==> src/design/tia_pkg.sv <==
// shared types, codes and constants for the tagged integer alu
package tia_pkg;

  localparam int WordW = 64;
  localparam int ValW  = 32;
  localparam int CmdW  = 3;
  localparam int StW   = 3;
  localparam int QueueDepth = 2;
  // quotient bits resolved per divide stage, and the stage count that follows
  localparam int DivBits   = 2;
  localparam int DivStages = ValW / DivBits;

  typedef enum logic [2:0] {
    CMD_ADD  = 3'd0,
    CMD_SUB  = 3'd1,
    CMD_MUL  = 3'd2,
    CMD_DIV  = 3'd3,
    CMD_EQ   = 3'd4,
    CMD_LT   = 3'd5,
    CMD_LE   = 3'd6,
    CMD_NOP  = 3'd7
  } cmd_t;

  typedef enum logic [2:0] {
    ST_OK     = 3'd0,
    ST_A_TYPE = 3'd1,
    ST_B_TYPE = 3'd2,
    ST_OVER   = 3'd3,
    ST_UNDER  = 3'd4,
    ST_DIV0   = 3'd5
  } status_t;

  localparam logic [2:0]  TagMask   = 3'd7;
  localparam logic [2:0]  TagInt    = 3'd2;
  localparam logic [63:0] WordTrue  = 64'd31;
  localparam logic [63:0] WordFalse = 64'd15;

  // classified item handed from front to back
  typedef struct packed {
    cmd_t               cmd;
    logic               pre_err;   // status already settled by the front
    status_t            pre_st;
    logic signed [31:0] x;
    logic signed [31:0] y;
  } op_t;

  // item as it travels down the back pipeline
  typedef struct packed {
    op_t                op;
    logic signed [64:0] r;     // add, sub and mul result
    logic               cmp;   // compare outcome
    logic               neg;   // quotient sign
    logic [ValW-1:0]    rem;   // partial remainder
    logic [ValW-1:0]    quo;   // dividend shifting out, quotient shifting in
    logic [ValW-1:0]    dvs;   // divisor magnitude
  } exe_t;

endpackage

==> src/design/tia_queue.sv <==
// small fifo between front and back
module tia_queue import tia_pkg::*; #(
  parameter int Depth = QueueDepth
) (
  input  logic clk,
  input  logic rst_n,
  input  logic in_valid,
  output logic in_ready,
  input  op_t  in_op,
  output logic out_valid,
  input  logic out_ready,
  output op_t  out_op
);

  localparam int Aw = (Depth > 1) ? $clog2(Depth) : 1;

  op_t mem_r [Depth];
  logic [Aw-1:0] wp_r, rp_r;
  logic [Aw:0]   cnt_r;
  logic wr, rd;

  assign in_ready  = cnt_r != (Aw+1)'(Depth);
  assign out_valid = cnt_r != '0;
  assign out_op    = mem_r[rp_r];
  assign wr = in_valid && in_ready;
  assign rd = out_valid && out_ready;

  // storage
  always_ff @(posedge clk) begin
    if (wr) mem_r[wp_r] <= in_op;
  end

  // pointers and fill count
  always_ff @(posedge clk) begin
    if (!rst_n) begin
      wp_r <= '0; rp_r <= '0; cnt_r <= '0;
    end else begin
      if (wr) wp_r <= (wp_r == Aw'(Depth-1)) ? '0 : wp_r + 1'b1;
      if (rd) rp_r <= (rp_r == Aw'(Depth-1)) ? '0 : rp_r + 1'b1;
      if (wr && !rd) cnt_r <= cnt_r + 1'b1;
      else if (rd && !wr) cnt_r <= cnt_r - 1'b1;
    end
  end

  a_no_over: assert property (@(posedge clk) disable iff (!rst_n)
    cnt_r <= (Aw+1)'(Depth)) else $error("queue count overrun");
  a_cnt_up: assert property (@(posedge clk) disable iff (!rst_n)
    wr && !rd |=> cnt_r == $past(cnt_r) + 1'b1) else $error("count not raised");
  a_cnt_dn: assert property (@(posedge clk) disable iff (!rst_n)
    rd && !wr |=> cnt_r == $past(cnt_r) - 1'b1) else $error("count not lowered");

endmodule

==> config.mk <==
export PLATFORM = sky130hd
export DESIGN_NAME = tia_queue
export DESIGN_NICKNAME = d
export VERILOG_FILES = /design/src/design/tia_pkg.sv /design/src/design/tia_queue.sv
export SDC_FILE = /design/constraint.sdc
export NUM_CORES = 1
export LEC_CHECK = 0
export ABC_AREA = 1
export BUFFER_PORTS_ARGS = -buffer_cell sky130_fd_sc_hd__buf_2
export CAP_MARGIN = 20
export CORE_MARGIN = 10
export CORE_UTILIZATION = 50
export CTS_CLUSTER_DIAMETER = 60
export CTS_CLUSTER_SIZE = 24
export DETAILED_ROUTE_END_ITERATION = 7
export GPL_TIMING_DRIVEN = 0
export HOLD_SLACK_MARGIN = 0.05
export PLACE_DENSITY = 0.87
export SYNTH_ARGS = -nofsm -noshare
export SYNTH_HDL_FRONTEND = slang
export SYNTH_SLANG_ARGS = --single-unit
==> constraint.sdc <==
create_clock -name clk -period 11.2 [get_ports clk]
set_input_delay 2.24 -clock clk [delete_from_list [all_inputs] [get_ports clk]]
set_output_delay 2.24 -clock clk [all_outputs]
set_load 0.02 [all_outputs]
# Yosys cells after proc, flatten, opt, wreduce, memory -nomap -nowiden
# Memory sizes are Yosys's and may differ from the RTL's. A register that Yosys moved wholly into a read port is not among the register bits.
# Index checks and enable logic that the tools add are counted.
[word_totals]
mem_bits_rw = 142
input_bits = 75
memories = 1
output_inout_bits = 73
ff_bits = 4
[memory_table]
columns = ["name", "words", "width", "rd", "rd_clocked_by_memory_dff", "write_ports", "line_no", "source"]
rows = [
  ["mem_r", 2, 71, 1, 1, 1, "tia_queue.sv:17", "op_t mem_r [Depth];"],
]
[op_classes]
n_reduce_logical = 8
muxes = 8
n_eq_ne = 1
add_sub_neg = 4
[ops]
columns = ["cell", "count"]
rows = [
  ["1-bit 2-to-1 mux", 6],
  ["1-bit logical AND", 4],
  ["2-bit 2-to-1 mux", 2],
  ["2-bit nonzero test", 2],
  ["1-bit adder, second input constant", 2],
  ["2-bit by 1-bit adder with 2-bit output, second input constant", 1],
  ["1-bit zero test", 2],
  ["2-bit != test, second input constant", 1],
  ["2-bit by 1-bit subtractor with 2-bit output, second input constant", 1],
]

# Logic depth before layout (Yosys ltp)
[depth]
ltp_word = 6
mapped_depth = 11

# Worst setup path after synthesis
# OpenSTA, ideal clock, no wires.
[synth_timing]
path_kind = "in2reg"
start = "input port in_valid"
end = "memory mem_r[0][0] in the netlist's numbering, enable pin"
required_ns = 10.699
path_slack_ns = 5.396
stages = 2
path_buffers = 0
arrival_ns = 5.303
cell_sequence = "nand2_1 > nor2_1"
[synth_via]
elab_chain_len = 3
[synth_lines]
columns = ["element", "line_no", "source"]
rows = [
  ["from (decl)", "tia_queue.sv:7", "input logic in_valid,"],
  ["1-bit logical AND", "tia_queue.sv:25", "assign wr = in_valid && in_ready;"],
  ["1-bit 2-to-1 mux", "tia_queue.sv:30", "if (wr) mem_r[wp_r] <= in_op;"],
  ["1-bit 2-to-1 mux (implied by the code)", "tia_queue.sv:30", ""],
  ["to (decl)", "tia_queue.sv:17", ""],
]
# Every way passes these cells.

==> impl_metrics.json <==
{
  "ios": 148,
  "fin_nets": 504,
  "fillers": 755,
  "postLayoutCellArea_um2": 7290,
  "cts_tree": "done",
  "crit_chain": "buf_6 -> buf_12 -> mux2_4 -> buf_2",
  "placedCellCount": 549,
  "cts_setup_buffers": 0,
  "clock_latency_ns": 0.41,
  "rsz0062_at_grt": "no",
  "drtPass1Iterations": 4,
  "cp_slowest_cell": "dfxtp_1",
  "cts_root_buf": "clkbuf_16",
  "coreArea_um2": 11000,
  "slew_viol_final": 0,
  "setup_viol": 0,
  "clock-skew-final_ns": 0.00846,
  "synth-seq-cells": 147,
  "cts_buffers": 17,
  "hold_path_class": "reg -> reg",
  "powerDensity_nw_per_um2": 239,
  "syn-num-nets": 334,
  "crit_arrival_ns": 1.59,
  "dieWidth_um": 127,
  "clockBufferDepth": 2,
  "grt_pass1_wl_mm": 16.6,
  "clock_sinks": 147,
  "worstSetupPathType": "reg -> out",
  "area_delta_synth_final_pct": 27.6,
  "vias": 2824,
  "die-area_um2": 16100,
  "crit_family": "buffers and inverters",
  "cp_max_fo": 10,
  "setup_tns_ns": 0,
  "period_share_pct": 34.2,
  "worstMarginPinSlew_ns": 0.512,
  "port_buffers": 147,
  "total_power_mw": 1.74,
  "rows": 38,
  "cts.hold.buffers_added": 0,
  "syn-mean-instance-area_um2": 22.2,
  "fin_cells": 581,
  "cellLeakagePower_nw": 2.90,
  "crit_required_ns": 8.96,
  "diodes": 0,
  "cts_resized": 0,
  "h-tree-depth": 4,
  "endpoint_kind": "output port",
  "drive_above_1_share_pct": 59.2,
  "grt_pass1_vias": 3129,
  "dpl.hpwl_mm": 7.78,
  "cap_violations": 0,
  "ys_seq_area_share_pct": 76.3,
  "max_freq_ghz": 0.261,
  "grt_max_degree": 32,
  "startpoint_type": "register",
  "synthCells": 258,
  "hold_violations": 0,
  "gp_congestion": 0.701,
  "avgRoutedWirePerCell_um": 18.2,
  "multi_input_area_um2": 1190,
  "fin_crit_ns": 3.83,
  "max_stage_delay_ns": 0.32,
  "ant_nets": 0,
  "synth-warning-count": 0,
  "synth_cell_types": 15,
  "critPathBufInv": 3,
  "syn_area_um2": 5720,
  "status": "completed",
  "vias_per_cell": 4.86,
  "slew_headroom_pct": 65.8,
  "die_y_um": 127,
  "wl_mm": 10.6,
  "regArea_um2": 4360,
  "initial_core_util_pct": 51.8,
  "antenna_found_initial": 0,
  "vdd_drop_max_uv": 167,
  "drc": 0,
  "grt_overflow": 0,
  "grt_use_total_pct": 13.4,
  "drtIter0Drc": 153,
  "dpl-instance-area_um2": 6720,
  "clk_pin_slew_worst_paths_ns": 0.06
}
## cells in the mapped netlist
cell	instances	share of area, %
edfxtp_1	142	75
ha_1	1	0.22
mux2_4	70	18
nand3_1	1	0.087
nand4_1	1	0.11
a21oi_1	1	0.087
inv_1	8	0.53
mux2_2	1	0.20
o21a_1	1	0.13
buf_6	1	0.20
nor2_1	8	0.53
buf_12	7	2.5
nand2_1	9	0.59
dfxtp_1	5	1.8
o21ai_0	2	0.18
## cell type report
| cell class | instances | area share, % |
|---|---|---|
| inverter | 8 | 0.412 |
| timing repair buffer | 151 | 11.2 |
| tap | 140 | 2.40 |
| clock buffer | 20 | 5.99 |
| clock inverter | 12 | 1.84 |
| sequential | 147 | 59.8 |
| buffer | 8 | 2.08 |
| multi-input combinational | 95 | 16.3 |
## cell families (layout without fill, tap and decap cells)
family | count (synthesis) | in the layout | share of synthesized area, %
buf+inv | 16 | 199 | 3.17
simple gates | 19 | 19 | 1.31
compound gates | 4 | 4 | 0.394
fa+ha+maj | 1 | 1 | 0.219
flops | 147 | 147 | 76.3
mux | 71 | 71 | 18.6
## state kept, by name, summed over array words and instances (netlist names), named ones only
name	flops
wp_r	1
rp_r	1
cnt_r	2
mem_r	142
## report_power, final
part | leakage (nW) | switching [mW] | internal (mW)
Sequential | 1.37 | 0.0213 | 0.695
Clock | 0.263 | 0.208 | 0.328
Combinational | 1.28 | 0.265 | 0.225
## worst min-delay path: stages (launching register included)
cell     delay [ns]
dfxtp_1        0.33
nor2_1         0.06
nor2_1         0.09
## metrics by stage
stage,utilization [%],hold WS [ns],setup slack [ns]
floorplan,-,0.467,5.40
global placement,60.1,0.478,3.88
detailed placement,61.0,0.493,7.65
CTS,66.1,0.512,7.32
global route,66.1,0.551,7.30
finish,66.1,0.511,7.37
## final timing paths
check / from / end / slack [ns] / depth (start not counted)
max: register / out_op[41] / 7.37 / 4
min: rp_r / rp_r / 0.51 / 2
max reg2reg: cnt_r[0] / mem_r[0][64] / 9.43 / 5
min reg2reg: rp_r / rp_r / 0.51 / 2
## metal layers
metal / GRT usage (%) / wire length (um) / vias up
met5: 0 / 0 / -
met4: 5.22 / 116 / 0
met3: 7.41 / 1060 / 13
met2: 23.1 / 5580 / 107
met1: 13.2 / 3800 / 1358
li1: - / - / 1346
## layout by cell type (no fill, tap or decap), types with 2 or more instances in the layout
| cell | instances |
|---|---|
| o21ai_0 | 2 |
| dfxtp_1 | 5 |
| clkbuf_1 | 3 |
| bufinv_16 | 2 |
| nand2_1 | 9 |
| clkbuf_16 | 17 |
| inv_1 | 8 |
| edfxtp_1 | 142 |
| clkinv_2 | 2 |
| nor2_4 | 2 |
| buf_12 | 11 |
| clkinv_4 | 2 |
| buf_2 | 147 |
| mux2_4 | 70 |
| clkinvlp_4 | 5 |
| nor2_1 | 6 |
(Power assumes the default switching activity.)
