==> config.mk <==
export PLATFORM = sky130hd
export DESIGN_NAME = tia_front
export DESIGN_NICKNAME = d
export VERILOG_FILES = /design/src/design/tia_pkg.sv /design/src/design/tia_front.sv
export SDC_FILE = /design/constraint.sdc
export NUM_CORES = 1
export LEC_CHECK = 0
export BUFFER_PORTS_ARGS = -buffer_cell sky130_fd_sc_hd__buf_2
export CAP_MARGIN = 20
export CORE_AREA = 2 2 78 80
export DETAILED_ROUTE_END_ITERATION = 8
export DIE_AREA = 0 0 80 82
export GPL_TIMING_DRIVEN = 0
export PLACE_DENSITY_LB_ADDON = 0.1
export SKIP_LAST_GASP = 1
export SLEW_MARGIN = 20
export SYNTH_ARGS = -nofsm -noshare
export SYNTH_HDL_FRONTEND = slang
export SYNTH_SLANG_ARGS = --single-unit
==> constraint.sdc <==
create_clock -name vclk -period 1
set_input_delay 0.05 -clock vclk [all_inputs]
set_output_delay 0.05 -clock vclk [all_outputs]
set_load 0.02 [all_outputs]
==> src/design/tia_pkg.sv <==
// shared types, codes and constants for the tagged integer alu
package tia_pkg;

  localparam int WordW = 64;
  localparam int ValW  = 32;
  localparam int CmdW  = 3;
  localparam int StW   = 3;
  localparam int QueueDepth = 2;
  // quotient bits resolved per divide stage, and the stage count that follows
  localparam int DivBits   = 2;
  localparam int DivStages = ValW / DivBits;

  typedef enum logic [2:0] {
    CMD_ADD  = 3'd0,
    CMD_SUB  = 3'd1,
    CMD_MUL  = 3'd2,
    CMD_DIV  = 3'd3,
    CMD_EQ   = 3'd4,
    CMD_LT   = 3'd5,
    CMD_LE   = 3'd6,
    CMD_NOP  = 3'd7
  } cmd_t;

  typedef enum logic [2:0] {
    ST_OK     = 3'd0,
    ST_A_TYPE = 3'd1,
    ST_B_TYPE = 3'd2,
    ST_OVER   = 3'd3,
    ST_UNDER  = 3'd4,
    ST_DIV0   = 3'd5
  } status_t;

  localparam logic [2:0]  TagMask   = 3'd7;
  localparam logic [2:0]  TagInt    = 3'd2;
  localparam logic [63:0] WordTrue  = 64'd31;
  localparam logic [63:0] WordFalse = 64'd15;

  // classified item handed from front to back
  typedef struct packed {
    cmd_t               cmd;
    logic               pre_err;   // status already settled by the front
    status_t            pre_st;
    logic signed [31:0] x;
    logic signed [31:0] y;
  } op_t;

  // item as it travels down the back pipeline
  typedef struct packed {
    op_t                op;
    logic signed [64:0] r;     // add, sub and mul result
    logic               cmp;   // compare outcome
    logic               neg;   // quotient sign
    logic [ValW-1:0]    rem;   // partial remainder
    logic [ValW-1:0]    quo;   // dividend shifting out, quotient shifting in
    logic [ValW-1:0]    dvs;   // divisor magnitude
  } exe_t;

endpackage

==> src/design/tia_front.sv <==
// front end: tag checks, divide by zero check and operand decode
module tia_front import tia_pkg::*; (
  input  logic [CmdW-1:0]  cmd,
  input  logic [WordW-1:0] a,
  input  logic [WordW-1:0] b,
  output op_t              op
);

  // classify the item
  always_comb begin
    op.cmd     = cmd_t'(cmd);
    op.x       = a[63:32];
    op.y       = b[63:32];
    op.pre_err = 1'b0;
    op.pre_st  = ST_OK;
    if (cmd_t'(cmd) == CMD_NOP) begin
      op.pre_err = 1'b1;
    end else if ((a[2:0] & TagMask) != TagInt) begin
      op.pre_err = 1'b1;
      op.pre_st  = ST_A_TYPE;
    end else if ((b[2:0] & TagMask) != TagInt) begin
      op.pre_err = 1'b1;
      op.pre_st  = ST_B_TYPE;
    end else if (cmd_t'(cmd) == CMD_DIV && b[63:32] == '0) begin
      op.pre_err = 1'b1;
      op.pre_st  = ST_DIV0;
    end
  end

endmodule

# After elaboration in Yosys (flattened, before gate mapping)
# Index checks and enable logic that the tools add are counted.
# totals
register_bits	0
latch_bits	0
mem_bits_rw	0
mem_bits_ro	0
in_bits	131
word_cells	11
n_memories	0
# op_classes
addsub	0
n_mul	0
div_mod_pow	0
magnitude_cmp	0
eq_ne	4
n_shift	0
n_mux	5
bitwise_logic	0
n_reduce_logical	2
# ops
cell	n
$logic_not A32 Y1	1
$mux W4	3
$ne A3 B2 Y1 const B	2
$eq A3 B2 Y1 const B	1
$eq A3 B3 Y1 const B	1
$mux W3	1
$logic_and A1 B1 Y1	1
$mux W1	1

# Depth between registers and ports, before layout
# Gate-level depths: netlist of run 1.
# depth
word_depth	6
mapped_depth	4

# Worst setup path after synthesis of run 1
# No wires, ideal clock.
# synth_path
kind	input-to-output
startpoint	input cmd[2]
endpoint	output op[66] (netlist bit)
arrival_time_ns	0.960
required_time_ns	0.950
setup_slack_ns	-0.010
path_stages	4
path_buffers	0
path_cell_list	nor4_1 nand4_1 nor3_2 and4_1
# synth_lines
item	line	rtl
start, declared	tia_front.sv:3	input logic [CmdW-1:0] cmd,
end, declared	tia_front.sv:6	output op_t op

==> impl_metrics.tcl, run 1 <==
set metrics [dict create \
    path_cells "buf_2, nor4_2, nand4_1, nor3_2, and4_4, buf_6" \
    die_area_sq_mm 0.00656 \
    syn2layout_area_growth_pct 115 \
    grt_antenna_before_repair 0 \
    critical_path_arrival_ns 1.22 \
    layout-drive-gt1-share_pct 94.5 \
    grt_overflow 0 \
    netlist_area_sq_um 656 \
    placementRows 28 \
    violations "setup timing" \
    post_drt_via_cell_ratio 3.37 \
    initial_core_util_pct 11.4 \
    place.gp.congestion 0.636 \
    die_y_microns 82 \
    drc 0 \
    crit_path_max_fanout 3 \
    synth.distinct_cells 14 \
    crit_required_ns 0.95 \
    postLayoutSetupSlackWorst_ns -0.271 \
    n_clock_buffer 0 \
    status "finished with violations" \
    seq_area_sq_um 0 \
    critical_path_class "in -> out" \
    rsz0062_at_grt "true" \
    via_count 930 \
    maxSlewHeadroom_pct 81.5 \
    die_w_microns 80 \
    grt_pass1_wl_mm 3.26 \
    crit_buf_inv 2 \
    end_kind "output pin" \
    first_pass_iters 3 \
    antenna_left 0 \
    crit_path_start_kind "input pin" \
    worstMarginPinSlew_ns 0.276 \
    gr-usage-all-layers_pct 6.03 \
    seq_cells 0 \
    powerDensity_mw_per_mm2 485 \
    maxSlewViolCount 0 \
    io_buffers 112 \
    num_io_pins 202 \
    min_period_ns 1.27 \
    leakage_uw 0.000807 \
    ctsHoldBuffers 0 \
    drv_cap 0 \
    syn_area_per_cell_sq_um 7.37 \
    setup_viol 3 \
    fmax_mhz 787 \
    grt_start_max_net_pins 5 \
    dp_slack_ns -0.437 \
    core-area_sq_mm 0.00575 \
    crit_family "simple AND/OR/NAND/NOR gates" \
    hold_violations 0 \
    dr.first_iter.drc_count 9 \
    grt_pass1_vias 798 \
    drt_wl_total_mm 2.41 \
    yosysSeqAreaShare_pct 0 \
    synth_nets 220 \
    post_drt_wl_per_cell_microns 8.73 \
    peakVddDrop_v 0.000173 \
    layout.nets 334 \
    antenna_cells 0 \
    hold_class "in -> out" \
    finalCritPeriodShare_pct 127 \
    cpMaxStageDelayCell "nor4_2" \
    ys_warn_count 0 \
    slowest_delay_ns 0.27 \
    synthesis.instances 89 \
    finalSetupTns_ns -0.699 \
    hpwl_mm 2.28 \
]
==> cell type report <==
class / count / area [sq um]
plain buffers: 67 / 503
fillers: 663 / 4340
multi-input cells: 22 / 223
well taps: 75 / 93.8
repair buffers: 112 / 588
==> layer usage <==
layer  vias to the layer above  wire length (microns)  track usage [%]
met2                       103                   1200             13.1
met5                         -                      0                0
met1                       372                    713             5.97
met3                         0                    495             1.54
li1                        455                      -                -
met4                         0                      0                0
==> through the flow <==
stage               instances  utilization, %  power (uW)  hold WS [ns]  instance area (sq um)
floorplan                  89               -         417         0.213                    657
global placement          276            22.8         658         0.318                   1310
detailed placement        276            22.8         656         0.319                   1310
CTS                       276            24.3         687         0.319                   1400
global route              276            24.5         733         0.320                   1410
finish                    276            24.5         682         0.318                   1410
==> report_power, final <==
part           total (uW)  internal [uW]  switching [uW]
Combinational         682            341             341
Clock                   0              0               0
Sequential              0              0               0
Total                 682            341             341
==> Yosys cell counts <==
library cell	count	area, sq um
a31o_1	1	8.76
a31oi_1	1	6.26
and4_1	1	8.76
buf_4	67	503
nand2_1	1	3.75
nand3_1	2	10.0
nand4_1	2	12.5
nor2_1	2	7.51
nor3_1	1	5.00
nor3_2	1	10.0
nor3b_1	2	15.0
nor4_1	5	31.3
nor4_2	2	25.0
or3b_1	1	8.76
==> timing repair <==
action	in CTS	in global routing
pin swaps	6	6
gates resized for setup	18	1
setup buffers	0	0
endpoints found under the setup margin	3	3
==> placed cells by master (no fill, tap or decap) <==
| cell | synthesis | final |
|---|---|---|
| nor3_1 | 1 | 1 |
| nand2_1 | 1 | 1 |
| nand4_1 | 2 | 2 |
| nor4_2 | 2 | 4 |
| a31o_1 | 1 | 1 |
| nor3_2 | 1 | 1 |
| and4_4 | 0 | 1 |
| buf_6 | 0 | 4 |
| nor3b_2 | 0 | 2 |
| nor4_4 | 0 | 3 |
| buf_2 | 0 | 107 |
| or3b_1 | 1 | 1 |
| buf_4 | 67 | 68 |
| a31oi_1 | 1 | 1 |
| nand3_1 | 2 | 2 |
| nor2_1 | 2 | 2 |
==> kinds of logic (layout without fill, tap and decap cells) <==
kind of cell / after synthesis / in the layout / share of synthesized area, %
and+or+nand+nor: 20 / 20 / 21.0
buffers and inverters: 67 / 179 / 76.7
AOI/OAI and AO/OA: 2 / 2 / 2.29
==> final timing paths <==
path              endpoint  cells after the start  slack [ns]  start
setup / recovery    op[66]                      6       -0.27  b[32]
hold / removal      op[36]                      2        0.32  a[36]
Power figures use the tool's default switching activity.
==> run 2: changes to the inputs <==
Settings changed: ABC_AREA set to 1.
==> run 2 against run 1 <==
Net effect: the run still ends with setup timing left; worst hold slack worse by 0.0011 ns; fmax grew 26%; via count increased by 16%; critical path type unchanged; largest cell class unchanged; flip-flop and latch count stayed put; area after synthesis grew 17%; core utilization increased by 4.2 points; sequential share of layout area unchanged.
==> impl_metrics.tcl, run 2 <==
set metrics [dict create \
    min_period_ns 1.01 \
    ctsHoldBuffers 0 \
    post_drt_via_cell_ratio 3.44 \
    seq_area_sq_um 0 \
    status "finished with violations" \
    min_path_cells 2 \
    setup_viol 1 \
    fmax_mhz 994 \
    powerDensity_mw_per_mm2 466 \
    finalCritPeriodShare_pct 101 \
    maxSlewViolCount 0 \
    critical_path_arrival_ns 0.96 \
    die_y_microns 82 \
    ys_warn_count 0 \
    violations "setup timing" \
    drt_wl_total_mm 2.84 \
    io_buffers 112 \
    postLayoutSetupSlackWorst_ns -0.00638 \
    grt_pass1_vias 913 \
    worstMarginPinSlew_ns 0.257 \
    synth_nets 258 \
    seq_cells 0 \
    place.gp.congestion 0.627 \
    rsz0062_at_grt "true" \
    synth_commonest_cells "buf_4, nor2_1, nand2_1" \
    antenna_cells 0 \
    die_w_microns 80 \
    critical_path_class "in -> out" \
    syn2layout_area_growth_pct 115 \
    yosysMostFrequentCell "buf_4" \
    n_clock_buffer 0 \
    peakVddDrop_v 0.000183 \
    end_kind "output pin" \
    highest_layer "met3" \
    drv_cap 0 \
    first_pass_iters 2 \
    antenna_left 0 \
    crit_path_max_fanout 3 \
    synthesis.instances 127 \
    layout-drive-gt1-share_pct 83.3 \
    synth.distinct_cells 14 \
    leakage_uw 0.000930 \
    crit_required_ns 0.95 \
    grt_overflow 0 \
    crit_path_start_kind "input pin" \
    finalHoldWorstSlack_ns 0.317 \
    maxSlewHeadroom_pct 82.8 \
    gr-usage-all-layers_pct 6.95 \
    netlist_area_sq_um 767 \
    grt_antenna_before_repair 0 \
    holdPathEnd "op[48]" \
    grt_pass1_wl_mm 3.71 \
    die_area_sq_mm 0.00656 \
    hold_violations 0 \
    hpwl_mm 2.55 \
    num_io_pins 202 \
    synth_top_area_share_pct 65.6 \
    via_count 1083 \
    layout_commonest_cell "buf_2" \
    routed-wl-met2_mm 1.36 \
    dr.first_iter.drc_count 5 \
    dp_slack_ns -0.0932 \
    yosysSeqAreaShare_pct 0 \
    synth_top_area_cell "buf_4" \
    placementRows 28 \
    syn_area_per_cell_sq_um 6.04 \
    met1_length_mm 1.00 \
    final_cell_mix "buf_2, buf_4, buf_6" \
    hold_start "a[48]" \
    initial_core_util_pct 13.3 \
    post_drt_wl_per_cell_microns 9.01 \
    drc 0 \
    synth_area_leaders "buf_4, nor2_1, nand2_1" \
    layout.nets 373 \
    grt_start_max_net_pins 4 \
    hold_class "in -> out" \
    core-area_sq_mm 0.00575 \
    wl_met3_microns 481 \
]
[run 2: cell types whose count changed after synthesis, moves of 2 or more]
cell	delta
inv_1	+4
nand2_1	+14
nor2_1	+27
nor3b_1	-2
nor4_1	-5
nor4_2	-2
[run 2: per-layer routing]
| layer | vias to the layer above | global-route usage, % |
|---|---|---|
| met5 | - | 0 |
| met3 | 0 | 2.20 |
| met2 | 92 | 13.8 |
| met4 | 0 | 0 |
| met1 | 444 | 7.66 |
| li1 | 547 | - |
[run 2: critical path: stages]
cell and delay (ns):
buf_6 0.09, nor2_2 0.10, nand2_1 0.07, nor2_2 0.11, nand2_2 0.08, nor2_1 0.10
nand3_1 0.08, a21oi_2 0.15, buf_6 0.13
[run 2: worst max-delay path by stage]
stage | start | endpoint | slack [ns] | cells after the start
after floorplan | a[0] | op[66] | 0.05 | 3
after global placement | b[32] | op[64] | -0.09 | 9
after detailed placement | b[42] | op[66] | -0.09 | 7
after CTS | b[39] | op[66] | -0.03 | 7
after global routing | b[58] | op[64] | -0.13 | 9
final | b[58] | op[64] | -0.006 | 9
[run 2: cell families after synthesis]
logic type / share of synthesized area, %
buf+inv: 67.5
simple gates: 30.3
compound gates: 2.12
[run 2: report_power, final]
group          total [uW]  internal (uW)  switching (uW)  leakage (uW)
Combinational         767            407             360      0.000930
Clock                   0              0               0             0
Sequential              0              0               0             0
[run 2: layout make-up]
type                            count  area, sq um
Inverter                            4         15.0
Fill cell                         653         4100
Timing Repair Buffer              113          728
Multi-Input combinational cell     56          307
Tap cell                           75         93.8
Buffer                             67          503
[run 2: timing repair]
item / in CTS / in global routing
endpoints found under the setup margin: 3 / 3
pin swaps: 14 / 14
gates resized for setup: 26 / 25
buffers inserted: 0 / 1
hold endpoints to repair: 0 / 0
[run 2: through the flow]
| step | total power (uW) | cells | setup TNS, ns | utilization, % | instance area (sq um) |
|---|---|---|---|---|---|
| after floorplan | 440 | 127 | 0 | - | 767 |
| after global placement | 687 | 314 | -0.244 | 24.7 | 1420 |
| after detailed placement | 686 | 314 | -0.238 | 24.7 | 1420 |
| after CTS | 736 | 314 | -0.0559 | 26.9 | 1550 |
| after global routing | 822 | 315 | -0.324 | 28.7 | 1650 |
| final | 767 | 315 | -0.00638 | 28.7 | 1650 |
==> run 3: changes to the inputs <==
Settings changed: CELL_PAD_IN_SITES_DETAIL_PLACEMENT set to 1, CELL_PAD_IN_SITES_GLOBAL_PLACEMENT set to 1, CORE_AREA 2 2 78 80 to not set, CORE_ASPECT_RATIO set to 0.8, CORE_UTILIZATION set to 11, DIE_AREA 0 0 80 82 to not set.
Clock period 1 ns to 1.2 ns, I/O delays scaled along.
==> run 3 against run 2 <==
Net effect: the flow now finishes without violations; count of clock-buffer cells in the layout unchanged; combinational power decreased by 26%; worst setup slack improved by 0.13 ns; routed wire length decreased by 5.6%; global-route usage decreased by 0.49 points; flip-flop and latch count unchanged; via count decreased by 0.55%; sequential share of layout area unchanged; design area decreased by 13%; worst hold slack improved by 0.020 ns; final cell count increased by 2.5%; critical path type unchanged; critical endpoint unchanged; largest power group unchanged.
==> impl_metrics.tcl, run 3 (synthesis gave the netlist of run 2 again) <==
set metrics [dict create \
    hold_violations 0 \
    status "completed" \
    seq_area_sq_um 0 \
    critical_path_arrival_ns 1.02 \
    hpwl_mm 2.60 \
    die_area_sq_mm 0.00731 \
    fmax_mhz 926 \
    fillers 880 \
    layout_commonest_cell "buf_2" \
    hold_class "in -> out" \
    io_buffers 112 \
    antenna_left 0 \
    initial_core_util_pct 11.7 \
    drv_cap 0 \
    layout-drive-gt1-share_pct 77.4 \
    antenna_cells 0 \
    die_y_microns 76.7 \
    place.gp.congestion 0.660 \
    leakage_uw 0.000869 \
    grt_overflow 0 \
    grt_pass1_wl_mm 4.01 \
    finalCritPeriodShare_pct 90.0 \
    maxSlewViolCount 0 \
    total_power_uw 565 \
    worstMarginPinSlew_ns 0.258 \
    seq_cells 0 \
    drc 0 \
    drt_wl_total_mm 2.68 \
    via_count 1077 \
    post_drt_wl_per_cell_microns 8.29 \
    grt_pass1_vias 934 \
    grt_antenna_before_repair 0 \
    min_period_ns 1.08 \
    gr-usage-all-layers_pct 6.46 \
    peakVddDrop_v 0.000105 \
    core-area_sq_mm 0.00657 \
    crit_path_max_fanout 3 \
    min_path_cells 2 \
    post_drt_via_cell_ratio 3.33 \
    end_kind "output pin" \
    rsz0062_at_grt "false" \
    layout.nets 372 \
    powerDensity_mw_per_mm2 393 \
    maxSlewHeadroom_pct 82.7 \
    postCtsSetupBuffers 0 \
    grt_start_max_net_pins 4 \
    syn2layout_area_growth_pct 87.4 \
    num_io_pins 202 \
    placementRows 26 \
    critical_path_class "in -> out" \
    finalSetupTns_ns 0 \
    crit_required_ns 1.14 \
    final_core_util_pct 21.9 \
    die_w_microns 95.4 \
    n_clock_buffer 0 \
    first_pass_iters 4 \
    crit_path_start_kind "input pin" \
    setup_viol 0 \
    final_cell_mix "buf_2, buf_4, nor2_1" \
    dr.first_iter.drc_count 12 \
]
[run 3: cell types whose count changed in the layout (fill, tap and decap cells not counted), moves of 3 or more]
cell    delta
buf_2     +24
buf_6     -20
nor2_1    +12
nor2_2     -9
buf_8      -3
nor2_4     -3
[run 3: power by group]
part / leakage (uW) / internal, uW / switching [uW]
combinational: 0.000869 / 281 / 285
sequential: 0 / 0 / 0
clock: 0 / 0 / 0
total: 0.000869 / 281 / 285
[run 3: metal layers]
| layer | up-vias | share of wire, % | global-route usage, % |
|---|---|---|---|
| li1 | 547 | - | - |
| met1 | 441 | 38 | 8.27 |
| met2 | 89 | 47 | 11.8 |
| met3 | 0 | 15 | 1.09 |
| met4 | 0 | 0 | 0 |
| met5 | - | 0 | 0 |
[run 3: stage by stage]
step / setup slack, ns / instances / area [sq um] / hold slack [ns]
6_report: 0.120 / 323 / 1440 / 0.337
2_1_floorplan: 0.225 / 127 / 767 / 0.233
4_1_cts: 0.0492 / 323 / 1430 / 0.338
5_1_grt: 0.0116 / 323 / 1440 / 0.342
3_3_place_gp: 0.0874 / 323 / 1430 / 0.338
3_5_place_dp: 0.0523 / 323 / 1430 / 0.337
[run 3: final timing paths]
kind                   from  endpoint
worst max-delay path  b[39]    op[64]
worst min-delay path  a[53]    op[53]
[run 3: final cells by class]
| class | count | area (sq um) | area share (%) |
|---|---|---|---|
| inverters | 4 | 15.0 | 1.04 |
| multi-input cells | 56 | 251 | 17.5 |
| repair buffers | 112 | 563 | 39.2 |
| well taps | 84 | 105 | 7.31 |
| plain buffers | 67 | 503 | 35.0 |
[run 3: critical path: stages]
cell	delay [ns]
buf_2	0.12
nor2_1	0.12
nand2_1	0.10
nor2_1	0.11
nand2_1	0.06
nor2_1	0.09
nand3_1	0.09
a21oi_2	0.12
buf_4	0.15
[run 3: timing repair]
item                       CTS  global route
gates resized for setup      0             2
hold buffers                 0             0
setup endpoints to repair    0             1
